==> config.mk <==
export PLATFORM = sky130hd
export DESIGN_NAME = nonoverlap_substring_counter_flat
export DESIGN_NICKNAME = d
export VERILOG_FILES = /design/src/rtl/core/nsc_pkg.sv /design/src/rtl/core/nsc_in_if.sv /design/src/rtl/core/nsc_out_if.sv /design/src/rtl/core/nsc_cell.sv /design/src/rtl/core/nsc_ctrl.sv /design/src/rtl/core/nonoverlap_substring_counter.sv /design/src/flat_wrapper.sv
export VERILOG_INCLUDE_DIRS = /design/src /design/src/rtl/core
export SDC_FILE = /design/constraint.sdc
export NUM_CORES = 1
export LEC_CHECK = 0
export ABC_AREA = 1
export BUFFER_PORTS_ARGS = -buffer_cell sky130_fd_sc_hd__buf_4
export CAP_MARGIN = 25
export CELL_PAD_IN_SITES_DETAIL_PLACEMENT = 1
export CELL_PAD_IN_SITES_GLOBAL_PLACEMENT = 2
export CORE_ASPECT_RATIO = 1.25
export CORE_MARGIN = 10
export CORE_UTILIZATION = 30
export DETAILED_ROUTE_END_ITERATION = 12
export PLACE_DENSITY_LB_ADDON = 0.08
export SLEW_MARGIN = 10
export SYNTH_ARGS = -nofsm -noshare
export SYNTH_HDL_FRONTEND = slang
export SYNTH_SLANG_ARGS = --single-unit
==> constraint.sdc <==
create_clock -name i_clk -period 3.85 [get_ports i_clk]
set_clock_uncertainty 0.2 [all_clocks]
set_input_delay 0.385 -clock i_clk [delete_from_list [all_inputs] [get_ports i_clk]]
set_output_delay 0.385 -clock i_clk [all_outputs]
set_load 0.02 [all_outputs]
==> src/rtl/core/nonoverlap_substring_counter_assert.svh <==
// Assertion macros used by the RTL of the substring counter.
`ifndef NONOVERLAP_SUBSTRING_COUNTER_ASSERT_SVH
`define NONOVERLAP_SUBSTRING_COUNTER_ASSERT_SVH

// The consequent must hold in the same cycle as the antecedent.
`define NSC_ASSERT_SAME(lbl, clk, rstn, ante, cons, msg) \
    lbl: assert property (@(posedge clk) disable iff (!(rstn)) (ante) |-> (cons)) \
        else $error(msg);

// The consequent must hold in the cycle after the antecedent.
`define NSC_ASSERT_NEXT(lbl, clk, rstn, ante, cons, msg) \
    lbl: assert property (@(posedge clk) disable iff (!(rstn)) (ante) |=> (cons)) \
        else $error(msg);

`endif

==> src/rtl/core/nsc_pkg.sv <==
`default_nettype none

package nsc_pkg;

    localparam int PAT_BYTES     = 16;
    localparam int PAT_IDX_W     = 4;
    localparam int LEN_W         = 5;
    localparam int COOL_W        = 4;
    localparam int CFG_DATA_W    = 64;
    localparam int CFG_IDX_W     = 2;
    localparam int MATCH_COUNT_W = 16;

    typedef logic [7:0] t_byte;

    typedef enum logic [CFG_IDX_W-1:0] {
        CFG_PATTERN_LENGTH = 2'd0,
        CFG_PATTERN_LOW    = 2'd1,
        CFG_PATTERN_HIGH   = 2'd2
    } t_cfg_idx;

    typedef struct packed {
        logic shift;
        logic clear;
    } t_cell_ctl;

endpackage

`default_nettype wire

==> src/rtl/core/nsc_in_if.sv <==
`default_nettype none

interface nsc_in_if;
    logic       valid;
    logic       ready;
    logic [7:0] text_byte;
    logic       end_of_text;

    modport source (output valid, output text_byte, output end_of_text, input ready);
    modport sink   (input valid, input text_byte, input end_of_text, output ready);
endinterface

`default_nettype wire

==> src/rtl/core/nsc_out_if.sv <==
`default_nettype none

interface nsc_out_if;
    logic        valid;
    logic        ready;
    logic [15:0] match_count;
    logic        match_here;
    logic        final_result;

    modport source (output valid, output match_count, output match_here,
                    output final_result, input ready);
    modport sink   (input valid, input match_count, input match_here,
                    input final_result, output ready);
endinterface

`default_nettype wire

==> src/rtl/core/nsc_cell.sv <==
`default_nettype none

module nsc_cell (
    input  wire logic              i_clk,
    input  wire logic              i_rst_n,
    input  wire nsc_pkg::t_cell_ctl i_ctl,
    input  wire nsc_pkg::t_byte    i_byte,
    input  wire nsc_pkg::t_byte    i_pat,
    input  wire logic              i_en,
    output nsc_pkg::t_byte         o_byte,
    output logic                   o_hit
);
    import nsc_pkg::*;

    t_byte r_byte;
    t_byte n_byte;

    always_comb begin
        n_byte = r_byte;
        if (i_ctl.clear) begin
            n_byte = '0;
        end else if (i_ctl.shift) begin
            n_byte = i_byte;
        end
    end

    always_ff @(posedge i_clk) begin
        if (!i_rst_n) begin
            r_byte <= '0;
        end else begin
            r_byte <= n_byte;
        end
    end

    assign o_byte = r_byte;
    assign o_hit  = !i_en || (i_byte == i_pat);

endmodule

`default_nettype wire

==> src/rtl/core/nsc_ctrl.sv <==
`default_nettype none

`include "nonoverlap_substring_counter_assert.svh"

module nsc_ctrl #(
    parameter int MAX_PATTERN = 16,
    parameter int COUNT_BITS  = 16
) (
    input  wire logic                  i_clk,
    input  wire logic                  i_rst_n,
    nsc_in_if.sink                     i_text,
    nsc_out_if.source                  o_match,
    input  wire logic [nsc_pkg::LEN_W-1:0] i_len,
    input  wire logic                  i_win_match,
    output nsc_pkg::t_cell_ctl         o_cell_ctl
);
    import nsc_pkg::*;

    localparam int SEEN_W = $clog2(MAX_PATTERN + 1);
    localparam int CMP_W  = ((SEEN_W > LEN_W) ? SEEN_W : LEN_W) + 1;

    logic [SEEN_W-1:0]     r_seen;
    logic [SEEN_W-1:0]     n_seen;
    logic [COOL_W-1:0]     r_cooldown;
    logic [COOL_W-1:0]     n_cooldown;
    logic [COUNT_BITS-1:0] r_count;
    logic [COUNT_BITS-1:0] n_count;
    logic [COUNT_BITS-1:0] w_count_step;

    logic                     r_out_valid;
    logic [MATCH_COUNT_W-1:0] r_out_count;
    logic                     r_out_hit;
    logic                     r_out_last;

    logic                               w_ready;
    logic                               w_accept;
    logic                               w_last;
    logic                               w_hit;
    logic                               w_seen_ok;
    logic [CMP_W-1:0]                   w_seen_inc;
    logic [COOL_W-1:0]                  w_cool_load;
    logic [LEN_W-1:0]                   w_len_m1;
    logic [COUNT_BITS+MATCH_COUNT_W-1:0] w_count_ext;

    assign w_ready  = i_rst_n && (!r_out_valid || o_match.ready);
    assign w_accept = i_text.valid && w_ready;
    assign w_last   = i_text.end_of_text;

    assign w_seen_inc  = CMP_W'(r_seen) + CMP_W'(1);
    assign w_seen_ok   = w_seen_inc >= CMP_W'(i_len);
    assign w_len_m1    = i_len - LEN_W'(1);
    assign w_cool_load = w_len_m1[COOL_W-1:0];
    assign w_hit       = (i_len != '0) && w_seen_ok && (r_cooldown == '0) && i_win_match;

    always_comb begin
        w_count_step = r_count;
        if (w_hit && (r_count != '1)) begin
            w_count_step = r_count + COUNT_BITS'(1);
        end
        w_count_ext = {{MATCH_COUNT_W{1'b0}}, w_count_step};

        n_seen     = r_seen;
        n_cooldown = r_cooldown;
        n_count    = r_count;
        if (w_accept) begin
            if (w_last) begin
                n_seen     = '0;
                n_cooldown = '0;
                n_count    = '0;
            end else begin
                n_count = w_count_step;
                if (r_seen < SEEN_W'(MAX_PATTERN)) begin
                    n_seen = r_seen + SEEN_W'(1);
                end
                if (w_hit) begin
                    n_cooldown = w_cool_load;
                end else if (r_cooldown != '0) begin
                    n_cooldown = r_cooldown - COOL_W'(1);
                end
            end
        end
    end

    always_ff @(posedge i_clk) begin
        if (!i_rst_n) begin
            r_seen      <= '0;
            r_cooldown  <= '0;
            r_count     <= '0;
            r_out_valid <= 1'b0;
        end else begin
            r_seen     <= n_seen;
            r_cooldown <= n_cooldown;
            r_count    <= n_count;
            if (w_accept) begin
                r_out_valid <= 1'b1;
            end else if (o_match.ready) begin
                r_out_valid <= 1'b0;
            end
        end
    end

    always_ff @(posedge i_clk) begin
        if (w_accept) begin
            r_out_count <= w_count_ext[MATCH_COUNT_W-1:0];
            r_out_hit   <= w_hit;
            r_out_last  <= w_last;
        end
    end

    assign i_text.ready         = w_ready;
    assign o_match.valid        = r_out_valid;
    assign o_match.match_count  = r_out_count;
    assign o_match.match_here   = r_out_hit;
    assign o_match.final_result = r_out_last;

    assign o_cell_ctl.shift = w_accept;
    assign o_cell_ctl.clear = w_accept && w_last;

    `NSC_ASSERT_NEXT(a_count_after_hit, i_clk, i_rst_n,
        w_accept && w_hit && !w_last, r_count != '0,
        "running count is zero after a counted match")
    `NSC_ASSERT_NEXT(a_cooldown_load, i_clk, i_rst_n,
        w_accept && w_hit && !w_last, r_cooldown == $past(w_cool_load),
        "cooldown not loaded with pattern length minus one after a match")
    `NSC_ASSERT_NEXT(a_clear_after_last, i_clk, i_rst_n,
        w_accept && w_last, (r_seen == '0) && (r_cooldown == '0) && (r_count == '0),
        "string state not cleared after the final word")
    `NSC_ASSERT_SAME(a_out_load, i_clk, i_rst_n,
        $rose(r_out_valid), $past(w_accept),
        "output register filled without an accepted word")

endmodule

`default_nettype wire

==> src/rtl/core/nonoverlap_substring_counter.sv <==
// Counts leftmost-first, non-overlapping occurrences of a pattern of up to 16 bytes in a
// stream of text words, one byte per word, the last byte of each string marked by
// end_of_text. Every accepted word yields one result word with the saturating running
// count, a flag for a counted match ending at that byte and the final flag; after the
// final word the string state clears while the pattern registers keep their values. The
// block accepts one word per cycle while the output is not stalled and presents its result
// in an output register in the cycle after acceptance; the rate is set by the combinational
// compare of the incoming byte and the byte window held in a row of MAX_PATTERN cells
// against the pattern. A stalled output holds its word while one more input word waits
// upstream. Pattern registers are to be written only while no string is in progress.
`default_nettype none

module nonoverlap_substring_counter #(
    parameter int MAX_PATTERN = 16,
    parameter int COUNT_BITS  = 16
) (
    input  wire logic                             i_clk,
    input  wire logic                             i_rst_n,
    input  wire logic                             i_cfg_wr_en,
    input  wire logic [nsc_pkg::CFG_IDX_W-1:0]    i_cfg_index,
    input  wire logic [nsc_pkg::CFG_DATA_W-1:0]   i_cfg_data,
    nsc_in_if.sink                                i_text,
    nsc_out_if.source                             o_match
);
    import nsc_pkg::*;

    localparam int LEN_CAP = (MAX_PATTERN < PAT_BYTES) ? MAX_PATTERN : PAT_BYTES;
    localparam int POS_BASE = ($clog2(MAX_PATTERN) > LEN_W) ? $clog2(MAX_PATTERN) : LEN_W;
    localparam int POS_W    = POS_BASE + 1;

    logic [LEN_W-1:0]      r_pat_len;
    logic [CFG_DATA_W-1:0] r_pat_low;
    logic [CFG_DATA_W-1:0] r_pat_high;

    logic [LEN_W-1:0]       w_len;
    t_byte                  w_pat [PAT_BYTES];
    t_byte                  w_win [MAX_PATTERN];
    logic [MAX_PATTERN-1:0] w_cell_hit;
    t_cell_ctl              w_cell_ctl;

    always_ff @(posedge i_clk) begin
        if (!i_rst_n) begin
            r_pat_len  <= '0;
            r_pat_low  <= '0;
            r_pat_high <= '0;
        end else if (i_cfg_wr_en) begin
            unique case (i_cfg_index)
                CFG_PATTERN_LENGTH: r_pat_len  <= i_cfg_data[LEN_W-1:0];
                CFG_PATTERN_LOW:    r_pat_low  <= i_cfg_data;
                CFG_PATTERN_HIGH:   r_pat_high <= i_cfg_data;
                default: begin
                end
            endcase
        end
    end

    assign w_len = (r_pat_len > LEN_W'(LEN_CAP)) ? LEN_W'(LEN_CAP) : r_pat_len;

    for (genvar i = 0; i < PAT_BYTES / 2; i++) begin : g_pat
        assign w_pat[i]                 = r_pat_low[8*i +: 8];
        assign w_pat[i + PAT_BYTES / 2] = r_pat_high[8*i +: 8];
    end

    assign w_win[0] = i_text.text_byte;

    for (genvar k = 0; k < MAX_PATTERN; k++) begin : g_cell
        localparam logic [POS_W-1:0] KPOS = POS_W'(k);
        logic [POS_W-1:0] w_idx;
        logic             w_en;

        assign w_en  = POS_W'(w_len) > KPOS;
        assign w_idx = POS_W'(w_len) - POS_W'(1) - KPOS;

        if (k < MAX_PATTERN - 1) begin : g_mid
            nsc_cell u_cell (
                .i_clk  (i_clk),
                .i_rst_n(i_rst_n),
                .i_ctl  (w_cell_ctl),
                .i_byte (w_win[k]),
                .i_pat  (w_pat[w_idx[PAT_IDX_W-1:0]]),
                .i_en   (w_en),
                .o_byte (w_win[k+1]),
                .o_hit  (w_cell_hit[k])
            );
        end else begin : g_end
            nsc_cell u_cell (
                .i_clk  (i_clk),
                .i_rst_n(i_rst_n),
                .i_ctl  (w_cell_ctl),
                .i_byte (w_win[k]),
                .i_pat  (w_pat[w_idx[PAT_IDX_W-1:0]]),
                .i_en   (w_en),
                .o_byte (),
                .o_hit  (w_cell_hit[k])
            );
        end
    end

    nsc_ctrl #(
        .MAX_PATTERN(MAX_PATTERN),
        .COUNT_BITS (COUNT_BITS)
    ) u_ctrl (
        .i_clk      (i_clk),
        .i_rst_n    (i_rst_n),
        .i_text     (i_text),
        .o_match    (o_match),
        .i_len      (w_len),
        .i_win_match(&w_cell_hit),
        .o_cell_ctl (w_cell_ctl)
    );

endmodule

`default_nettype wire
==> src/flat_wrapper.sv <==
// flat-port wrapper written by rule: the top's interface ports become plain ports
module nonoverlap_substring_counter_flat import nsc_pkg::*;
#(
    parameter int MAX_PATTERN = 16,
    parameter int COUNT_BITS  = 16
)
  (i_clk, i_rst_n, i_cfg_wr_en, i_cfg_index, i_cfg_data, i_text_valid, i_text_text_byte, i_text_end_of_text, i_text_ready, o_match_valid, o_match_match_count, o_match_match_here, o_match_final_result, o_match_ready);
  nsc_in_if i_text_i ();
  nsc_out_if o_match_i ();
  input  wire logic i_clk;
  input  wire logic i_rst_n;
  input  wire logic i_cfg_wr_en;
  input  wire logic [nsc_pkg::CFG_IDX_W-1:0] i_cfg_index;
  input  wire logic [nsc_pkg::CFG_DATA_W-1:0] i_cfg_data;
  input wire logic [$bits(i_text_i.valid)-1:0] i_text_valid;
  input wire logic [$bits(i_text_i.text_byte)-1:0] i_text_text_byte;
  input wire logic [$bits(i_text_i.end_of_text)-1:0] i_text_end_of_text;
  output wire logic [$bits(i_text_i.ready)-1:0] i_text_ready;
  output wire logic [$bits(o_match_i.valid)-1:0] o_match_valid;
  output wire logic [$bits(o_match_i.match_count)-1:0] o_match_match_count;
  output wire logic [$bits(o_match_i.match_here)-1:0] o_match_match_here;
  output wire logic [$bits(o_match_i.final_result)-1:0] o_match_final_result;
  input wire logic [$bits(o_match_i.ready)-1:0] o_match_ready;
  assign i_text_i.valid = i_text_valid;
  assign i_text_i.text_byte = i_text_text_byte;
  assign i_text_i.end_of_text = i_text_end_of_text;
  assign i_text_ready = i_text_i.ready;
  assign o_match_valid = o_match_i.valid;
  assign o_match_match_count = o_match_i.match_count;
  assign o_match_match_here = o_match_i.match_here;
  assign o_match_final_result = o_match_i.final_result;
  assign o_match_i.ready = o_match_ready;
  nonoverlap_substring_counter #(.MAX_PATTERN(MAX_PATTERN), .COUNT_BITS(COUNT_BITS)) u_core (.i_clk(i_clk), .i_rst_n(i_rst_n), .i_cfg_wr_en(i_cfg_wr_en), .i_cfg_index(i_cfg_index), .i_cfg_data(i_cfg_data), .i_text(i_text_i), .o_match(o_match_i));
endmodule
==> out/qor.txt, run 1 <==
Max_slew headroom = 0.4153
Final min period = 3.926 ns
Synthesized area = 21370 um^2
Most frequent cells in the layout = 1428 x nand2_1, 511 x nand3_1, 413 x inv_1
DR WL/cell = 24.18 um
First-pass GRT wire length = 181300 um
Final cell count without fillers = 5216
Initial Util = 0.3025
Number of global-route vias before repair = 27560
Via density per instance = 5.209
DRT iter0 DRCs = 1568
WHS Endpoint = u_core.g_cell[0].g_mid.u_cell.o_byte[1]
IO Count = 100
Pre-CTS WS = -0.7070 ns
Cells after synthesis = 3817
CTS buffer count = 38
Largest fanout on the critical path = 8
Number of antenna violations at the first check in global routing = 2
Critical setup path kind = register to register
Max Freq = 254.7 MHz
Most common cell after layout, fill and taps aside = nand2_1
Max_cap viols = 0
CTS max path bufs = 3
# rows = 109
Max IR drop VDD = 0.3043 mV
R2r endpoint = u_core.u_ctrl.r_count[11]
Yosys cell types = 41
Core ar. = 70650 um^2
Final core utilization = 0.4306
Inserted Diodes = 0
# DRC = 0
Slew Limit Fails = 0
Reg2reg path depth = 26
Gr usage total = 0.2951
# clock sinks = 297
Die Y-Extent = 318.4 um
# port buffers = 99
Startpoint Class = register
Final setup violation count = 32
Clk slew on worst S/H paths = 0.06 ns
Hold/Removal Path Class = input pin to register
Worst-margin pin slew = 0.8678 ns
Yosys top cell area share = 0.2821
Die ar. = 82370 um^2
Yosys Warn Count = 0
Largest cells by area after synthesis = nand2_1 28%, dfxtp_1 26%, nand3_1 14%
Total power per unit cell area = 394.1 nW/um^2
Status = finished with violations
H-Tree Depth = 2
Vias = 27170
Synthesis-to-layout area growth = 42.34%
Flop-to-flop setup slack = -0.08 ns
DPL Wire Length = 98710 um
Final period util = 1.020
Final hold vios = 0
Pin count of the biggest net entering global routing = 137
RR Startpoint = u_core.r_pat_len[4]
Syn avg cell area = 5.598 um^2
Placed insts = 5021
Detail Route Antenna Nets = 0
Crit. End Element = register
WP data required = 4.17 ns
Die W = 258.7 um
Failing checks = setup timing
LEAKAGE = 14.84 nW
Root buf cell = clkbuf_16
Total power = 11.99 mW
Setup WS post-layout = -0.07558 ns
CP arrival = 4.25 ns
Register bit total from synthesis = 297
Worst Hold Path Cells = 5
Clock latency on the worst-skew pair = 0.60 ns
Post-layout nets = 4338
GRT overflow = 0
Min-delay src = i_text_text_byte[1]
Cell taking the most area after synthesis = nand2_1
TritonRoute pass-1 iters = 5
RSZ-0062 raised after global routing = true
TritonCTS clock tree = yes
Register area share after synthesis = 0.2867
Total wire length = 126100 um
Ratio of cells with drive above 1 in the final layout = 0.2219
Post-synthesis net count = 3907
GP Congestion = 1.031
==> logic make-up after synthesis <==
kind of cell / count (synthesis) / synth area share
AO/OA/AOI/OAI: 429 / 0.1026
XOR/XNOR: 15 / 0.006148
adder cells (fa/ha/maj): 10 / 0.005855
buffers and inverters: 628 / 0.1206
flip-flops: 297 / 0.2867
AND/OR/NAND/NOR: 2438 / 0.4781
==> sequential cells by signal (all words and copies together) (netlist names) <==
name and cells:
u_core.g_cell.g_mid.u_cell.o_byte 120, u_core.r_pat_high 64, u_core.r_pat_low 64, u_core.u_ctrl.o_match.match_count 16, u_core.u_ctrl.r_count 16, u_core.r_pat_len 5, u_core.u_ctrl.r_seen 5, u_core.u_ctrl.r_cooldown 4
u_core.u_ctrl.o_match.final_result 1, u_core.u_ctrl.o_match.match_here 1, u_core.u_ctrl.o_match.valid 1
==> worst max path at each step <==
stage,from,to,slack (ns),depth (start not counted)
finish,u_core.r_pat_len[4],u_core.u_ctrl.r_count[11],-0.08,26
global route,u_core.r_pat_len[4],u_core.u_ctrl.r_cooldown[3],-0.20,31
CTS,u_core.r_pat_len[4],u_core.u_ctrl.r_count[5],-0.006,26
detailed placement,u_core.r_pat_len[0],u_core.u_ctrl.r_cooldown[2],-0.71,28
global placement,u_core.r_pat_len[0],u_core.u_ctrl.r_cooldown[2],-0.63,28
floorplan,u_core.r_pat_len[4],u_core.u_ctrl.o_match.match_count[10],0.05,26
==> final cells by class <==
type / instances / area (um^2)
clock buffer: 50 / 1110
tap: 943 / 1180
inverter: 425 / 1623
timing repair buffer: 592 / 6078
multi-input combinational: 2894 / 14180
fill: 9342 / 40230
sequential: 297 / 6135
clock inverter: 15 / 107.6
==> routing by layer <==
layer | vias up | track usage | part of all wire | routed length [um]
met4 | 0 | 0.1811 | 0.076 | 9553
met3 | 291 | 0.03550 | 0.038 | 4786
met5 | - | 0 | 0 | 0
met2 | 641 | 0.5091 | 0.48 | 60700
li1 | 12930 | - | - | -
met1 | 13310 | 0.3425 | 0.41 | 51100
==> worst max-delay path, cell delays in order, from the launching register on <==
cell	delay, ns
dfxtp_4	0.37
inv_8	0.09
nand2_8	0.07
ha_4	0.35
clkinv_8	0.12
buf_12	0.16
buf_4	0.16
nand3_1	0.10
nand2_2	0.12
buf_6	0.16
nand2_1	0.08
nand3_1	0.07
nand2_1	0.08
xor2_1	0.19
nand3_2	0.14
nor2_2	0.11
nand2_2	0.10
nor2_2	0.13
nand2_2	0.07
nor2_4	0.13
buf_12	0.14
buf_8	0.11
clkbuf_16	0.14
nand4_1	0.12
nand2_2	0.11
nand2_2	0.05
a21oi_2	0.13
==> report_power, final <==
part	switching (mW)	leakage [nW]	internal, mW
Sequential	0.0882	2.43	3.19
Combinational	3.13	11.8	1.93
Clock	1.56	0.607	2.09
Total	4.77	14.8	7.21
==> what timing repair did <==
item,CTS,global route
pin swaps,45,59
hold endpoints to repair,133,0
cloned,16,4
setup endpoints to repair,37,37
resized for setup,261,204
hold buffers,67,0
setup buffers,29,20
==> cells in the mapped netlist <==
library cell  number
clkinv_1           1
or3_1              1
buf_1             16
nor3_2             1
nand4_1           25
xnor2_1            4
dfxtp_1          279
buf_4             29
nor3b_1            1
nor3_1            10
o21ai_1           14
edfxtp_1          18
nand2_2           17
o21a_1             5
o211ai_1           5
buf_2             52
inv_4              1
a31o_2             1
and2_0             1
buf_6              5
nand3_1          596
nand2_4            6
a21o_1             3
nand2_8            1
clkbuf_1         101
inv_2              5
a21oi_1          121
inv_6              1
a32oi_1            1
nand3_4            4
xor2_1            11
o31ai_1            1
nand3_2            3
inv_1            417
o21ai_0          275
ha_1              10
nor2_4             3
nand2_1         1606
and2_1            12
nor2_1           151
a31oi_1            3
==> per-stage QoR <==
stage | cell area (um^2) | setup TNS (ns) | hold slack [ns]
floorplan | 21370 | 0 | 0.2337
global placement | 25960 | -18.79 | 0.2531
detailed placement | 25960 | -21.57 | 0.2619
CTS | 29460 | -0.005678 | 0.01748
global route | 30420 | -6.031 | 0.03425
finish | 30420 | -1.070 | 0.02280
Note: power is estimated with default switching activity, not from simulation.
==> run 2: changes to the inputs <==
- CORE_UTILIZATION: 30 -> 31
- CTS_BUF_LIST: default -> sky130_fd_sc_hd__clkbuf_2 sky130_fd_sc_hd__clkbuf_4 sky130_fd_sc_hd__clkbuf_8
- SYNTH_HIERARCHICAL: default -> 1
==> run 2 against run 1 <==
The run still ends with setup timing left. Flip-flop and latch count is the same. Global-route usage grew 0.25 points. Design area grew 3.5%. Fmax down 11%. Utilization increased by 3.2 points. Via count is 2.7% lower. Synthesized cell count down 4.3%. Final cell count is 1.8% lower. Critical endpoint is now u_core/u_ctrl/r_count[12]. Largest cell class unchanged. Highest routed layer unchanged.
==> out/qor.txt, run 2 <==
Most common cell after layout, fill and taps aside = nand2_1
Total power per unit cell area = 394.0 nW/um^2
# rows = 107
M2 GR Usage = 0.5142
H-Tree Depth = 2
Setup TNS = -17.06 ns
Die ar. = 79400 um^2
Final min period = 4.392 ns
IO Count = 100
Die W = 254.0 um
Gr usage total = 0.2976
Placed insts = 4844
Clk slew on worst S/H paths = 0.07 ns
GP Congestion = 1.003
Startpoint Class = register
M3 GR Usage = 0.03413
Max IR drop VDD = 0.2370 mV
CTS buffer count = 54
LEAKAGE = 14.47 nW
Critical setup path kind = register to register
Final cell count without fillers = 5122
Number of global-route vias before repair = 27470
Total power = 12.40 mW
Root buf cell = clkbuf_8
Max_cap viols = 0
Max_slew headroom = 0.5404
Vias = 26440
Worst-margin pin slew = 0.6894 ns
Crit-path most repeated cell = nand2_1
Post-layout nets = 4295
Cells after synthesis = 3652
Initial Util = 0.3121
Pin count of the biggest net entering global routing = 150
# clock sinks = 297
# port buffers = 99
Number of flip-flops in the largest register = 120
Final hold vios = 0
Final setup violation count = 37
TritonCTS clock tree = yes
Slew Limit Fails = 0
WP data required = 4.26 ns
First-pass GRT wire length = 177100 um
CP arrival = 4.80 ns
Largest fanout on the critical path = 6
Number of antenna violations at the first check in global routing = 2
Most frequent cells in the layout = 1293 x nand2_1, 438 x buf_4, 396 x inv_1
Fin Hold WS = 0.1575 ns
Status = finished with violations
Synthesized area = 21230 um^2
RSZ-0062 raised after global routing = true
Setup WS post-layout = -0.5421 ns
Busiest grt layer = met2
DPL Wire Length = 92820 um
Crit. End Element = register
Max Freq = 227.7 MHz
DRT iter0 DRCs = 1491
Ratio of cells with drive above 1 in the final layout = 0.2818
Flop-to-flop setup slack = -0.54 ns
Failing checks = setup timing
TritonRoute pass-1 iters = 5
Post-synthesis net count = 3742
Max stage delay on crit path = 0.37 ns
Critical-path top delay cell = dfxtp_4
GRT overflow = 0
DR WL/cell = 23.54 um
# DRC = 0
Clock latency on the worst-skew pair = 0.69 ns
Met1 usage = 0.3547
Yosys Warn Count = 6
Total wire length = 120600 um
Synthesis-to-layout area growth = 48.25%
Die Y-Extent = 312.6 um
CTS max path bufs = 3
Detail Route Antenna Nets = 0
Hold/Removal Path Class = input pin to register
Via density per instance = 5.162
Final period util = 1.141
Core ar. = 68010 um^2
Syn avg cell area = 5.812 um^2
run 2: timing repair:
| action | in CTS | in global routing |
|---|---|---|
| hold buffers | 75 | 0 |
| pin swaps | 128 | 49 |
| setup buffers | 69 | 12 |
| gates cloned | 24 | 4 |
| endpoints found under the hold margin | 167 | 0 |
| endpoints found under the setup margin | 37 | 37 |
| resized for setup | 432 | 159 |
run 2: through the flow:
stage	instance area (um^2)	setup slack, ns	util
after floorplan	21330	-0.2554	-
after global placement	26060	-0.8373	0.3832
after detailed placement	26060	-0.8879	0.3832
after CTS	30750	-0.4929	0.4521
after global routing	31470	-0.7431	0.4627
final	31470	-0.5421	0.4627
run 2: path summary, 6_finish.rpt:
path / end / startpoint / cells past startpoint
worst max-delay path: u_core/u_ctrl/r_count[12] / u_core/r_pat_len[4] / 32
worst min register to register: u_core/r_pat_low[36] / u_core/r_pat_low[36] / 2
worst max register to register: u_core/u_ctrl/r_count[12] / u_core/r_pat_len[4] / 32
worst min-delay path: u_core/u_ctrl/o_match.valid / i_rst_n / 4
run 2: where the power goes:
group / internal [mW] / switching (mW) / leakage (nW)
clock: 2.09 / 1.48 / 0.660
combinational: 2.16 / 3.34 / 11.4
sequential: 3.24 / 0.0917 / 2.44
run 2: critical path, delay by kind of cell, from the launching register on:
family | cells | cell delay (ns)
flops | 1 | 0.37
compound gates | 4 | 0.55
simple gates | 18 | 1.82
buf+inv | 10 | 1.37
run 2: area by class of cell:
cell class,instances,area (um^2)
diodes,2,5.005
clock buffers,80,1013
clock inverters,19,245.2
fillers,8762,36540
inverters,431,1660
multi-input cells,2748,14380
flip-flops and latches,297,6133
well taps,872,1091
repair buffers,672,6932
repair inverters,1,8.758
run 2: metal layers:
layer / part of all wire / wire length [um]
met5: 0 / 0
met4: 0.059 / 7079
met3: 0.044 / 5314
met1: 0.41 / 49250
met2: 0.49 / 58930
